**config.mk**
```make
export PLATFORM = sky130hd
export DESIGN_NAME = delimited_text_to_binary_copy_unit
export DESIGN_NICKNAME = d
export VERILOG_FILES = /design/src/rtl/dtbc_pkg.sv /design/src/rtl/dtbc_ctrl.sv /design/src/rtl/dtbc_dp.sv /design/src/rtl/delimited_text_to_binary_copy_unit.sv
export SDC_FILE = /design/constraint.sdc
export NUM_CORES = 2
export LEC_CHECK = 0
export ABC_AREA = 1
export BUFFER_PORTS_ARGS = -buffer_cell sky130_fd_sc_hd__buf_2
export CORE_ASPECT_RATIO = 0.75
export CORE_MARGIN = 4
export CORE_UTILIZATION = 40
export CTS_BUF_LIST = sky130_fd_sc_hd__clkbuf_2 sky130_fd_sc_hd__clkbuf_4 sky130_fd_sc_hd__clkbuf_8
export DETAILED_ROUTE_END_ITERATION = 12
export GPL_TIMING_DRIVEN = 0
export PLACE_DENSITY = 0.64
export RECOVER_POWER = 100
export SYNTH_ARGS = -nofsm -noshare
export SYNTH_HDL_FRONTEND = slang
export SYNTH_HIERARCHICAL = 1
export SYNTH_SLANG_ARGS = --single-unit
```
**constraint.sdc**
```tcl
create_clock -name clk -period 5 [get_ports clk]
set_input_delay 0.75 -clock clk [delete_from_list [all_inputs] [get_ports clk]]
set_output_delay 0.75 -clock clk [all_outputs]
set_load 0.02 [all_outputs]
```
**src/rtl/dtbc_pkg.sv**
```systemverilog
// shared constants, types and the stream signature table for the delimited
// text to binary copy unit; used by every module in rtl
package dtbc_pkg;

  localparam int MAX_COLUMNS = 16;
  localparam int MAX_FIELD   = 128;
  localparam int FIELD_AW    = (MAX_FIELD > 1) ? $clog2(MAX_FIELD) : 1;
  localparam int LEN_W       = $clog2(MAX_FIELD + 1);
  localparam int POS_W       = (MAX_FIELD + 7 > 19) ? $clog2(MAX_FIELD + 7) : 5;

  localparam logic [1:0] MODE_DATA   = 2'd0;
  localparam logic [1:0] MODE_START  = 2'd1;
  localparam logic [1:0] MODE_END    = 2'd2;
  localparam logic [1:0] MODE_UNUSED = 2'd3;

  localparam logic [2:0] ERR_NONE      = 3'd0;
  localparam logic [2:0] ERR_MISSING   = 3'd1;
  localparam logic [2:0] ERR_TRUNCATED = 3'd2;
  localparam logic [2:0] ERR_ESCAPE    = 3'd3;
  localparam logic [2:0] ERR_SATURATED = 3'd4;

  localparam logic [2:0] TYPE_CHAR   = 3'd0;
  localparam logic [2:0] TYPE_SHORT  = 3'd1;
  localparam logic [2:0] TYPE_INT    = 3'd2;
  localparam logic [2:0] TYPE_LONG   = 3'd3;
  localparam logic [2:0] TYPE_BINARY = 3'd4;

  localparam logic CFG_COLUMN_COUNT = 1'b0;
  localparam logic CFG_COLUMN_TYPES = 1'b1;

  localparam logic [7:0] BYTE_PIPE   = 8'h7C;
  localparam logic [7:0] BYTE_BSLASH = 8'h5C;
  localparam logic [7:0] BYTE_NL     = 8'h0A;

  localparam int SIG_LEN = 19;

  typedef enum logic [1:0] {
    S_IDLE,
    S_GEN,
    S_MISS
  } ctrl_state_t;

  typedef struct packed {
    logic load;
    logic run;
    logic miss_ld;
  } dp_cmd_t;

  typedef struct packed {
    logic gen_done;
    logic miss;
    logic out_free;
  } dp_stat_t;

  // file signature followed by flags and extension length (all zero)
  function automatic logic [7:0] sig_byte(input logic [4:0] idx);
    logic [7:0] b;
    case (idx)
      5'd0:    b = 8'h50;
      5'd1:    b = 8'h47;
      5'd2:    b = 8'h43;
      5'd3:    b = 8'h4F;
      5'd4:    b = 8'h50;
      5'd5:    b = 8'h59;
      5'd6:    b = 8'h0A;
      5'd7:    b = 8'hFF;
      5'd8:    b = 8'h0D;
      5'd9:    b = 8'h0A;
      default: b = 8'h00;
    endcase
    return b;
  endfunction

endpackage

```
**src/rtl/dtbc_ctrl.sv**
```systemverilog
// controller for the copy unit: sequences item accept, byte generation and
// the missing-field result; depends on dtbc_pkg
module dtbc_ctrl import dtbc_pkg::*; (
  input  logic     clk,
  input  logic     rst_n,
  input  logic     in_valid,
  output logic     in_ready,
  input  dp_stat_t stat,
  output dp_cmd_t  cmd
);

  ctrl_state_t state_r, state_nxt;

  always_ff @(posedge clk) begin
    if (!rst_n) begin
      state_r <= S_IDLE;
    end else begin
      state_r <= state_nxt;
    end
  end

  always_comb begin
    state_nxt = state_r;
    case (state_r)
      S_IDLE: begin
        if (in_valid) state_nxt = S_GEN;
      end
      S_GEN: begin
        if (stat.gen_done) state_nxt = stat.miss ? S_MISS : S_IDLE;
      end
      S_MISS: begin
        if (stat.out_free) state_nxt = S_IDLE;
      end
      default: state_nxt = S_IDLE;
    endcase
  end

  always_comb begin
    in_ready    = 1'b0;
    cmd.load    = 1'b0;
    cmd.run     = 1'b0;
    cmd.miss_ld = 1'b0;
    case (state_r)
      S_IDLE: begin
        in_ready = 1'b1;
        cmd.load = in_valid;
      end
      S_GEN:   cmd.run = 1'b1;
      S_MISS:  cmd.miss_ld = stat.out_free;
      default: ;
    endcase
  end

endmodule

```
**src/rtl/dtbc_dp.sv**
```systemverilog
// datapath for the copy unit: config registers, text parser, field buffer,
// byte generator, word packer and output register; depends on dtbc_pkg
module dtbc_dp import dtbc_pkg::*; (
  input  logic        clk,
  input  logic        rst_n,
  input  logic        cfg_we,
  input  logic        cfg_index,
  input  logic [47:0] cfg_data,
  input  logic [1:0]  in_mode,
  input  logic [7:0]  in_byte,
  input  dp_cmd_t     cmd,
  output dp_stat_t    stat,
  input  logic        out_ready,
  output logic        out_valid,
  output logic [63:0] out_data,
  output logic [3:0]  out_count,
  output logic        out_last,
  output logic [2:0]  out_error
);

  // configuration
  logic [4:0]  col_cnt_r;
  logic [47:0] col_types_r;

  // parse state
  logic             esc_r, esc_nxt;
  logic [4:0]       col_idx_r, col_idx_nxt;
  logic             hdr_sent_r, hdr_sent_nxt;
  logic [63:0]      num_r, num_nxt;
  logic [1:0]       phase_r, phase_nxt;
  logic             sat_r, sat_nxt;
  logic [7:0]       char_r, char_nxt;
  logic [LEN_W-1:0] flen_r, flen_nxt;

  // job description
  logic             sig_r, sig_nxt;
  logic             bin_r, bin_nxt;
  logic             miss_r, miss_nxt;
  logic [2:0]       err_r, err_nxt;
  logic [47:0]      pre_r, pre_nxt;
  logic [2:0]       pre_len_r, pre_len_nxt;
  logic [63:0]      val_r, val_nxt;
  logic [POS_W-1:0] n_r, n_nxt;
  logic [POS_W-1:0] pos_r, pos_nxt;

  // packer and output
  logic [63:0] acc_r, acc_nxt, acc_base;
  logic [3:0]  acc_n_r, acc_n_nxt, cnt_base;
  logic        out_valid_r;
  logic [63:0] out_data_r;
  logic [3:0]  out_count_r;
  logic        out_last_r;
  logic [2:0]  out_err_r;

  // field buffer
  logic [7:0]          store [MAX_FIELD];
  logic [7:0]          rdata_r;
  logic                mem_we;
  logic [FIELD_AW-1:0] rd_addr;

  logic [4:0]       eff_cnt;
  logic             col_live;
  logic [2:0]       cur_type;
  logic             is_ws, is_digit, do_feed;
  logic [63:0]      num_mx;
  logic [67:0]      prod;
  logic             num_over;
  logic [LEN_W-1:0] vlen;
  logic [31:0]      len_word;
  logic [POS_W-1:0] off;
  logic [7:0]       gbyte;
  logic             app, flush, out_free;

  always_comb begin
    if (col_cnt_r == 5'd0) eff_cnt = 5'd1;
    else if (col_cnt_r > 5'(MAX_COLUMNS)) eff_cnt = 5'(MAX_COLUMNS);
    else eff_cnt = col_cnt_r;
  end

  assign col_live = col_idx_r < eff_cnt;
  assign cur_type = col_types_r[3 * col_idx_r[3:0] +: 3];
  assign is_ws    = in_byte inside {8'h20, [8'h09:8'h0D]};
  assign is_digit = in_byte inside {[8'h30:8'h39]};
  assign do_feed  = cmd.load && in_mode == MODE_DATA &&
                    (esc_r || (in_byte != BYTE_BSLASH && in_byte != BYTE_PIPE &&
                               in_byte != BYTE_NL));

  always_comb begin
    case (cur_type)
      TYPE_SHORT: num_mx = 64'h0000_0000_0000_FFFF;
      TYPE_INT:   num_mx = 64'h0000_0000_FFFF_FFFF;
      default:    num_mx = 64'hFFFF_FFFF_FFFF_FFFF;
    endcase
  end

  // value * 10 + digit, checked against the type maximum
  assign prod = ({4'b0, num_r} << 3) + ({4'b0, num_r} << 1) + {64'b0, in_byte[3:0]};
  assign num_over = prod > {4'b0, num_mx};

  always_comb begin
    case (cur_type)
      TYPE_CHAR:  vlen = LEN_W'(1);
      TYPE_SHORT: vlen = LEN_W'(2);
      TYPE_INT:   vlen = LEN_W'(4);
      TYPE_LONG:  vlen = LEN_W'(8);
      default:    vlen = flen_r;
    endcase
  end
  assign len_word = 32'(vlen);

  always_comb begin
    esc_nxt      = esc_r;
    col_idx_nxt  = col_idx_r;
    hdr_sent_nxt = hdr_sent_r;
    num_nxt      = num_r;
    phase_nxt    = phase_r;
    sat_nxt      = sat_r;
    char_nxt     = char_r;
    flen_nxt     = flen_r;
    sig_nxt      = sig_r;
    bin_nxt      = bin_r;
    miss_nxt     = miss_r;
    err_nxt      = err_r;
    pre_nxt      = pre_r;
    pre_len_nxt  = pre_len_r;
    val_nxt      = val_r;
    n_nxt        = n_r;
    mem_we       = 1'b0;
    if (cmd.load) begin
      sig_nxt  = 1'b0;
      bin_nxt  = 1'b0;
      miss_nxt = 1'b0;
      err_nxt  = ERR_NONE;
      n_nxt    = '0;
      case (in_mode)
        MODE_START: begin
          esc_nxt = 1'b0; col_idx_nxt = '0; hdr_sent_nxt = 1'b0;
          num_nxt = '0; phase_nxt = '0; sat_nxt = 1'b0; char_nxt = '0; flen_nxt = '0;
          sig_nxt = 1'b1;
          n_nxt   = POS_W'(SIG_LEN);
        end
        MODE_END: begin
          if (esc_r) err_nxt = ERR_ESCAPE;
          else if (hdr_sent_r && col_live) err_nxt = ERR_MISSING;
          pre_nxt     = {16'hFFFF, 32'h0};
          pre_len_nxt = 3'd2;
          n_nxt       = POS_W'(2);
          esc_nxt = 1'b0; col_idx_nxt = '0; hdr_sent_nxt = 1'b0;
          num_nxt = '0; phase_nxt = '0; sat_nxt = 1'b0; char_nxt = '0; flen_nxt = '0;
        end
        MODE_DATA: begin
          if (esc_r) begin
            esc_nxt = 1'b0;
          end else if (in_byte == BYTE_BSLASH) begin
            esc_nxt = 1'b1;
          end else if (in_byte == BYTE_PIPE || in_byte == BYTE_NL) begin
            if (col_live) begin
              bin_nxt = cur_type[2];
              if (!hdr_sent_r) begin
                pre_nxt     = {11'b0, eff_cnt, len_word};
                pre_len_nxt = 3'd6;
              end else begin
                pre_nxt     = {len_word, 16'h0};
                pre_len_nxt = 3'd4;
              end
              n_nxt = POS_W'(hdr_sent_r ? 3'd4 : 3'd6) + POS_W'(vlen);
              case (cur_type)
                TYPE_CHAR:  val_nxt = {char_r, 56'b0};
                TYPE_SHORT: val_nxt = {num_r[15:0], 48'b0};
                TYPE_INT:   val_nxt = {num_r[31:0], 32'b0};
                default:    val_nxt = num_r;
              endcase
              if (sat_r && cur_type != TYPE_CHAR)
                err_nxt = cur_type[2] ? ERR_TRUNCATED : ERR_SATURATED;
              num_nxt = '0; phase_nxt = '0; sat_nxt = 1'b0; char_nxt = '0; flen_nxt = '0;
              col_idx_nxt  = col_idx_r + 5'd1;
              hdr_sent_nxt = 1'b1;
            end
            if (in_byte == BYTE_NL) begin
              miss_nxt     = col_live && (col_idx_r + 5'd1 < eff_cnt);
              col_idx_nxt  = '0;
              hdr_sent_nxt = 1'b0;
              num_nxt = '0; phase_nxt = '0; sat_nxt = 1'b0; char_nxt = '0; flen_nxt = '0;
            end
          end
        end
        default: ;
      endcase
    end
    if (do_feed && col_live) begin
      if (cur_type == TYPE_CHAR) begin
        if (phase_r == 2'd0 && !is_ws) begin
          char_nxt  = in_byte;
          phase_nxt = 2'd1;
        end
      end else if (cur_type[2]) begin
        if (flen_r < LEN_W'(MAX_FIELD)) begin
          mem_we   = 1'b1;
          flen_nxt = flen_r + LEN_W'(1);
        end else begin
          sat_nxt = 1'b1;
        end
      end else if (!(phase_r == 2'd0 && is_ws)) begin
        if (phase_r <= 2'd1 && is_digit) begin
          phase_nxt = 2'd1;
          if (num_over) begin
            num_nxt = num_mx;
            sat_nxt = 1'b1;
          end else begin
            num_nxt = prod[63:0];
          end
        end else begin
          phase_nxt = 2'd2;
        end
      end
    end
  end

  // byte generator
  assign off = pos_r - POS_W'(pre_len_r);
  always_comb begin
    if (sig_r) gbyte = sig_byte(pos_r[4:0]);
    else if (pos_r < POS_W'(pre_len_r)) gbyte = pre_r[47 - 8 * pos_r[2:0] -: 8];
    else if (bin_r) gbyte = rdata_r;
    else gbyte = val_r[63 - 8 * off[2:0] -: 8];
  end

  assign out_free = !out_valid_r || out_ready;
  assign app      = cmd.run && acc_n_r < 4'd8 && pos_r < n_r;
  assign flush    = cmd.run && acc_n_r != 4'd0 && (acc_n_r == 4'd8 || pos_r == n_r) &&
                    out_free;
  assign acc_base = flush ? 64'b0 : acc_r;
  assign cnt_base = flush ? 4'd0 : acc_n_r;
  assign acc_nxt  = app ? (acc_base | ({gbyte, 56'b0} >> {cnt_base[2:0], 3'b000})) : acc_base;
  assign acc_n_nxt = cnt_base + {3'b0, app};

  always_comb begin
    if (cmd.load) pos_nxt = '0;
    else if (app) pos_nxt = pos_r + POS_W'(1);
    else pos_nxt = pos_r;
  end

  // prefetch the buffer byte for the next position
  assign rd_addr = FIELD_AW'(pos_nxt - POS_W'(pre_len_r));

  always_ff @(posedge clk) begin
    if (mem_we) store[flen_r[FIELD_AW-1:0]] <= in_byte;
    rdata_r <= store[rd_addr];
  end

  always_ff @(posedge clk) begin
    if (!rst_n) begin
      col_cnt_r   <= 5'd1;
      col_types_r <= '0;
      esc_r       <= 1'b0;
      col_idx_r   <= '0;
      hdr_sent_r  <= 1'b0;
      num_r       <= '0;
      phase_r     <= '0;
      sat_r       <= 1'b0;
      char_r      <= '0;
      flen_r      <= '0;
      sig_r       <= 1'b0;
      bin_r       <= 1'b0;
      miss_r      <= 1'b0;
      err_r       <= ERR_NONE;
      n_r         <= '0;
      pos_r       <= '0;
      acc_r       <= '0;
      acc_n_r     <= '0;
      out_valid_r <= 1'b0;
    end else begin
      if (cfg_we && cfg_index == CFG_COLUMN_COUNT) col_cnt_r <= cfg_data[4:0];
      if (cfg_we && cfg_index == CFG_COLUMN_TYPES) col_types_r <= cfg_data;
      esc_r      <= esc_nxt;
      col_idx_r  <= col_idx_nxt;
      hdr_sent_r <= hdr_sent_nxt;
      num_r      <= num_nxt;
      phase_r    <= phase_nxt;
      sat_r      <= sat_nxt;
      char_r     <= char_nxt;
      flen_r     <= flen_nxt;
      sig_r      <= sig_nxt;
      bin_r      <= bin_nxt;
      miss_r     <= miss_nxt;
      err_r      <= err_nxt;
      n_r        <= n_nxt;
      pos_r      <= pos_nxt;
      acc_r      <= acc_nxt;
      acc_n_r    <= acc_n_nxt;
      if (flush || cmd.miss_ld) out_valid_r <= 1'b1;
      else if (out_ready) out_valid_r <= 1'b0;
    end
  end

  always_ff @(posedge clk) begin
    pre_r     <= pre_nxt;
    pre_len_r <= pre_len_nxt;
    val_r     <= val_nxt;
    if (flush) begin
      out_data_r  <= acc_r;
      out_count_r <= acc_n_r;
      out_last_r  <= pos_r == n_r && !miss_r;
      out_err_r   <= err_r;
    end else if (cmd.miss_ld) begin
      out_data_r  <= '0;
      out_count_r <= 4'd0;
      out_last_r  <= 1'b1;
      out_err_r   <= ERR_MISSING;
    end
  end

  assign stat.gen_done = pos_r == n_r && acc_n_r == 4'd0;
  assign stat.miss     = miss_r;
  assign stat.out_free = out_free;

  assign out_valid = out_valid_r;
  assign out_data  = out_data_r;
  assign out_count = out_count_r;
  assign out_last  = out_last_r;
  assign out_error = out_err_r;

  a_acc_bound: assert property (@(posedge clk) disable iff (!rst_n)
    acc_n_r <= 4'd8)
    else $error("packer count above eight");

  a_pos_bound: assert property (@(posedge clk) disable iff (!rst_n)
    pos_r <= n_r)
    else $error("byte position past job length");

  a_flen_bound: assert property (@(posedge clk) disable iff (!rst_n)
    flen_r <= LEN_W'(MAX_FIELD))
    else $error("field length past buffer size");

  a_empty_word: assert property (@(posedge clk) disable iff (!rst_n)
    out_valid_r && out_count_r == 4'd0 |-> out_err_r == ERR_MISSING && out_last_r)
    else $error("empty result that is not a missing-field marker");

  a_no_load_busy: assert property (@(posedge clk) disable iff (!rst_n)
    cmd.load |-> stat.gen_done && acc_n_r == 4'd0)
    else $error("item loaded while a job is still in progress");

endmodule

```
**src/rtl/delimited_text_to_binary_copy_unit.sv**
```systemverilog
// Delimited text to binary copy unit.
// Input channel (in_valid/in_ready): one item per text byte with in_mode 0,
// a start item (mode 1) that emits the 19-byte stream header, and an end
// item (mode 2) that emits the 0xFFFF trailer. Mode 3 is ignored.
// Output channel (out_valid/out_ready): big-endian words of up to eight
// bytes, first byte in bits 63:56, out_last on the final word of an item.
// Config port: cfg_we writes cfg_data into register cfg_index (0 column
// count, 1 column types); the user must write only while the block is
// idle, a rule that the block itself leaves unchecked.
// Flow: an item is taken, then its bytes are generated one per cycle while
// the packer word is not full and are packed; each full or final word then
// moves into the output register, and once the job is done the controller
// returns to idle, after first loading a missing-field marker if a row
// ended early; a closed binary field of L bytes gives L + 4 output bytes,
// or L + 6 with the row header. The next item is taken only after the last
// word has entered the output register and the controller is idle again.
// A stalled receiver holds the output register, and byte generation stops
// once the packer word is full.
// Reset (rst_n low, synchronous) clears the parse state and sets the column
// count to 1 and all column types to char. Depends on dtbc_pkg.
module delimited_text_to_binary_copy_unit import dtbc_pkg::*; (
  input  logic        clk,
  input  logic        rst_n,
  input  logic        cfg_we,
  input  logic        cfg_index,
  input  logic [47:0] cfg_data,
  input  logic        in_valid,
  output logic        in_ready,
  input  logic [1:0]  in_mode,
  input  logic [7:0]  in_byte,
  output logic        out_valid,
  input  logic        out_ready,
  output logic [63:0] out_data,
  output logic [3:0]  out_count,
  output logic        out_last,
  output logic [2:0]  out_error
);

  dp_cmd_t  cmd;
  dp_stat_t stat;

  dtbc_ctrl u_ctrl (
    .clk      (clk),
    .rst_n    (rst_n),
    .in_valid (in_valid),
    .in_ready (in_ready),
    .stat     (stat),
    .cmd      (cmd)
  );

  dtbc_dp u_dp (
    .clk       (clk),
    .rst_n     (rst_n),
    .cfg_we    (cfg_we),
    .cfg_index (cfg_index),
    .cfg_data  (cfg_data),
    .in_mode   (in_mode),
    .in_byte   (in_byte),
    .cmd       (cmd),
    .stat      (stat),
    .out_ready (out_ready),
    .out_valid (out_valid),
    .out_data  (out_data),
    .out_count (out_count),
    .out_last  (out_last),
    .out_error (out_error)
  );

endmodule

```
==> run summary <==
critical hold path startpoint: cfg_data[38]
min Tclk post-route: 5.27 ns
mapped cell area: 70,600 um^2
Placeable Area: 175,000 um^2
remaining global-route overflow: 0
largest cells by area after synthesis: edfxtp_1 50%, nand2_1 9.6%, dfxtp_1 7.1%, nand3_1 6.4%, inv_1 5.8%
number of port buffers: 137
Register-to-Register Path Depth: 31
Reg2Reg Setup Slack: -0.25 ns
Post-synth EDFFs: 1,184
Comb pwr share: 0.133
Post-Syn Nets: 8,092
FP Rows: 133
global-route wire length before repair: 358 mm
GRT Overall Usage: 0.261
Synth top area share: 0.504
CP endpoint kind: flop
Starting Density: 0.402
Arrival @ worst endpoint: 6.13 ns
Reg power frac: 0.486
Boundary Pins: 138
Routed Antenna Nets: 0
max cap viols: 6
CTS buffer count: 228
final wirelength: 248 mm
initial DRC count: 8,558
hpwl dp: 175 mm
vias in the first global route: 55,400
Die W: 493 um
yosys warns: 6
P per Cell Area: 330 nW/um^2
Clock Skews: 0.0609 ns
Clock power frac: 0.380
Slew Viols, Final: 192
synthesized instance count: 7,821
gp weighted congestion: 1.01
Detailed Routing Iterations Pass 1: 7
filler instances: 16,600
slowest CP cell: fa_2
Int Pwr: 0.0193 W
Critical Path RT: 5.85 ns
register area share after synthesis: 0.575
CP max stage delay: 0.41 ns
Area Growth Syn to Fin: 15.1%
Synth Area per Inst: 9.02 um^2
Achievable Freq: 190 MHz
Die Ht: 372 um
Fin. Hold Viols: 0
TritonCTS clock tree: built
hold_ws: 0.0634 ns
switching share of total power: 0.282
Hold EP: u_dp/col_types_r[38]
Total Die Area: 183,000 um^2
commonest non-fill, non-tap cells in the layout: 1,758 x nand2_1, 1,184 x edfxtp_1, 1,087 x inv_1
Via density: 5.55
final worst slack: -0.274 ns
largest net degree at the start of global routing: 103
ys async rst share: 0
worst rel slew slack: -1.99
status: complete, but fails checks
dominant synthesized flop cell: edfxtp_1
RSZ-0062 raised after global routing: yes
DRC viols: 0
Worst R2R End: u_dp/num_r[28]
H-tree levels: 4
WL/cell: 22.9 um
post-route clock period utilization: 1.05
worst skew pair latency: 0.98 ns
Slew @ Worst Pin: 4.49 ns
Clock Pin Slew Worst Setup and Hold Paths: 0.07 ns
commonest non-fill, non-tap cell in the layout: nand2_1
Hold WC Path Type: input pin to flop
initial antenna violation count: 3
reg2reg start: u_dp/num_r[0]
Max Root-Sink Buffers: 3
fin nets: 8,545
multi-input logic area: 25,300 um^2
CTS sink count: 1,435
share of cells above drive strength 1: 0.120
Storage cell area: 40,600 um^2
Yosys reg bits: 1,435
Leak: 32.7 nW
Worst IR Drop VDD: 0.273 mV
Synth area leader: edfxtp_1
Startpoint Class: input pin
fin util: 0.463
Setup Crit Path Kind: input pin to flop
setup TNS: -16.80 ns
total number of vias: 60,200
worst-path fanout max: 71
Hold Crit Depth: 3
P_sw: 0.00757 W
violated checks: capacitance limit, slew limit, setup timing
Cell variety after synth: 62
root buf cell: clkbuf_8
Setup violations, final: 73
[final cells by class]
class                           instances  area share
Sequential cell                      1435       0.500
Multi-Input combinational cell       4860       0.311
Inverter                             1113      0.0515
Clock buffer                          322      0.0488
Tap cell                             2362      0.0364
Buffer                                412      0.0249
Timing Repair Buffer                  224      0.0193
Clock inverter                         95     0.00784
Antenna cell                           11    0.000339
[per-stage QoR]
step,cell area (um^2),std cells,total power [W],setup slack [ns]
after floorplan,70600,7821,0.0151,0.159
after CTS,80800,10800,0.0268,-0.173
after detailed placement,74600,10300,0.0166,-2.64
after global placement,74200,10300,0.0166,-4.20
after global routing,81300,10800,0.0277,-0.480
final,81300,10800,0.0268,-0.274
[worst max-delay path by stage]
| stage | start | end | slack, ns | cells after the start |
|---|---|---|---|---|
| 2_1_floorplan | in_byte[3] | u_dp/num_r[43] | 0.16 | 31 |
| 5_1_grt | u_dp/num_r[0] | u_dp/num_r[59] | -0.48 | 34 |
| 3_3_place_gp | in_byte[1] | u_dp/num_r[62] | -4.20 | 33 |
| 3_5_place_dp | in_byte[1] | u_dp/num_r[50] | -2.64 | 34 |
| 6_report | in_byte[1] | u_dp/num_r[28] | -0.27 | 34 |
| 4_1_cts | u_dp/num_r[2] | u_dp/num_r[50] | -0.17 | 34 |
[Yosys cell counts (6+ instances only)]
| library cell | n |
|---|---|
| a21o_1 | 8 |
| a21oi_1 | 325 |
| a22oi_1 | 8 |
| a31oi_1 | 24 |
| buf_1 | 38 |
| buf_2 | 131 |
| buf_4 | 14 |
| buf_6 | 6 |
| clkbuf_1 | 225 |
| dfxtp_1 | 251 |
| edfxtp_1 | 1184 |
| ha_1 | 204 |
| inv_1 | 1095 |
| inv_2 | 16 |
| nand2_1 | 1807 |
| nand2_2 | 19 |
| nand3_1 | 903 |
| nand3_2 | 9 |
| nand3b_1 | 6 |
| nand4_1 | 294 |
| nor2_1 | 669 |
| nor2_2 | 8 |
| nor3_1 | 32 |
| nor4_1 | 7 |
| o211ai_1 | 56 |
| o21a_1 | 11 |
| o21ai_0 | 305 |
| o21ai_1 | 30 |
| o21bai_1 | 11 |
| o221ai_1 | 14 |
| o22ai_1 | 12 |
| xor2_1 | 38 |
[flip-flops by register name, summed over array words and instances (netlist names), 2 cells and up, named ones only]
| register | flops |
|---|---|
| u_dp/num_r | 64 |
| u_dp/rdata_r | 8 |
| u_dp/pre_len_r | 2 |
| u_dp/flen_r | 8 |
| u_dp/out_data | 64 |
| u_dp/char_r | 8 |
| u_dp/col_idx_r | 5 |
| u_dp/acc_r | 64 |
| u_dp/phase_r | 2 |
| u_dp/val_r | 64 |
| u_dp/store | 1024 |
| u_dp/n_r | 8 |
| u_dp/col_types_r | 48 |
| u_ctrl/state_r | 2 |
| u_dp/out_error | 3 |
| u_dp/pre_r | 22 |
| u_dp/acc_n_r | 4 |
| u_dp/pos_r | 8 |
| u_dp/col_cnt_r | 5 |
| u_dp/out_count | 4 |
| u_dp/err_r | 3 |
[cells by family (layout without fill, tap and decap cells)]
family | after synthesis | in the layout | share of synthesized area
AOI/OAI and AO/OA | 832 | 832 | 0.0653
xor gates and xnor gates | 44 | 44 | 0.00583
adders and majority gates | 207 | 207 | 0.0370
buffers and inverters | 1527 | 2166 | 0.0849
DFF | 1435 | 1435 | 0.575
other | 0 | 11 | 0
and+or+nand+nor | 3776 | 3777 | 0.232
[worst max-delay path: cells and delay by family]
family                   cells  cell delay (ns)
AND/OR/NAND/NOR             20             2.42
adder cells (fa/ha/maj)      4             1.11
AO/OA/AOI/OAI                4             0.77
buffers and inverters        6             0.90
[power groups by stage]
stage	logic [W]	registers, W	clock network [W]
final	0.00358	0.0130	0.0102
after global routing	0.00375	0.0130	0.0109
after CTS	0.00340	0.0130	0.0103
after detailed placement	0.00331	0.0133	0
after global placement	0.00324	0.0133	0
after floorplan	0.00183	0.0133	0
[per-layer routing]
| metal | global-route usage | vias up | part of all wire |
|---|---|---|---|
| li1 | - | 27200 | - |
| met1 | 0.388 | 28800 | 0.43 |
| met2 | 0.375 | 3735 | 0.42 |
| met3 | 0.0621 | 435 | 0.13 |
| met4 | 0.0764 | 0 | 0.029 |
| met5 | 0 | - | 0 |
[what timing repair did]
action	in CTS	in global routing
pin swaps	51	42
endpoints found under the setup margin	153	96
hold endpoints to repair	29	0
setup buffers	26	11
cloned	6	3
hold buffers	29	0
gates resized for setup	317	190
No activity file was read; power rests on OpenSTA's default activity.
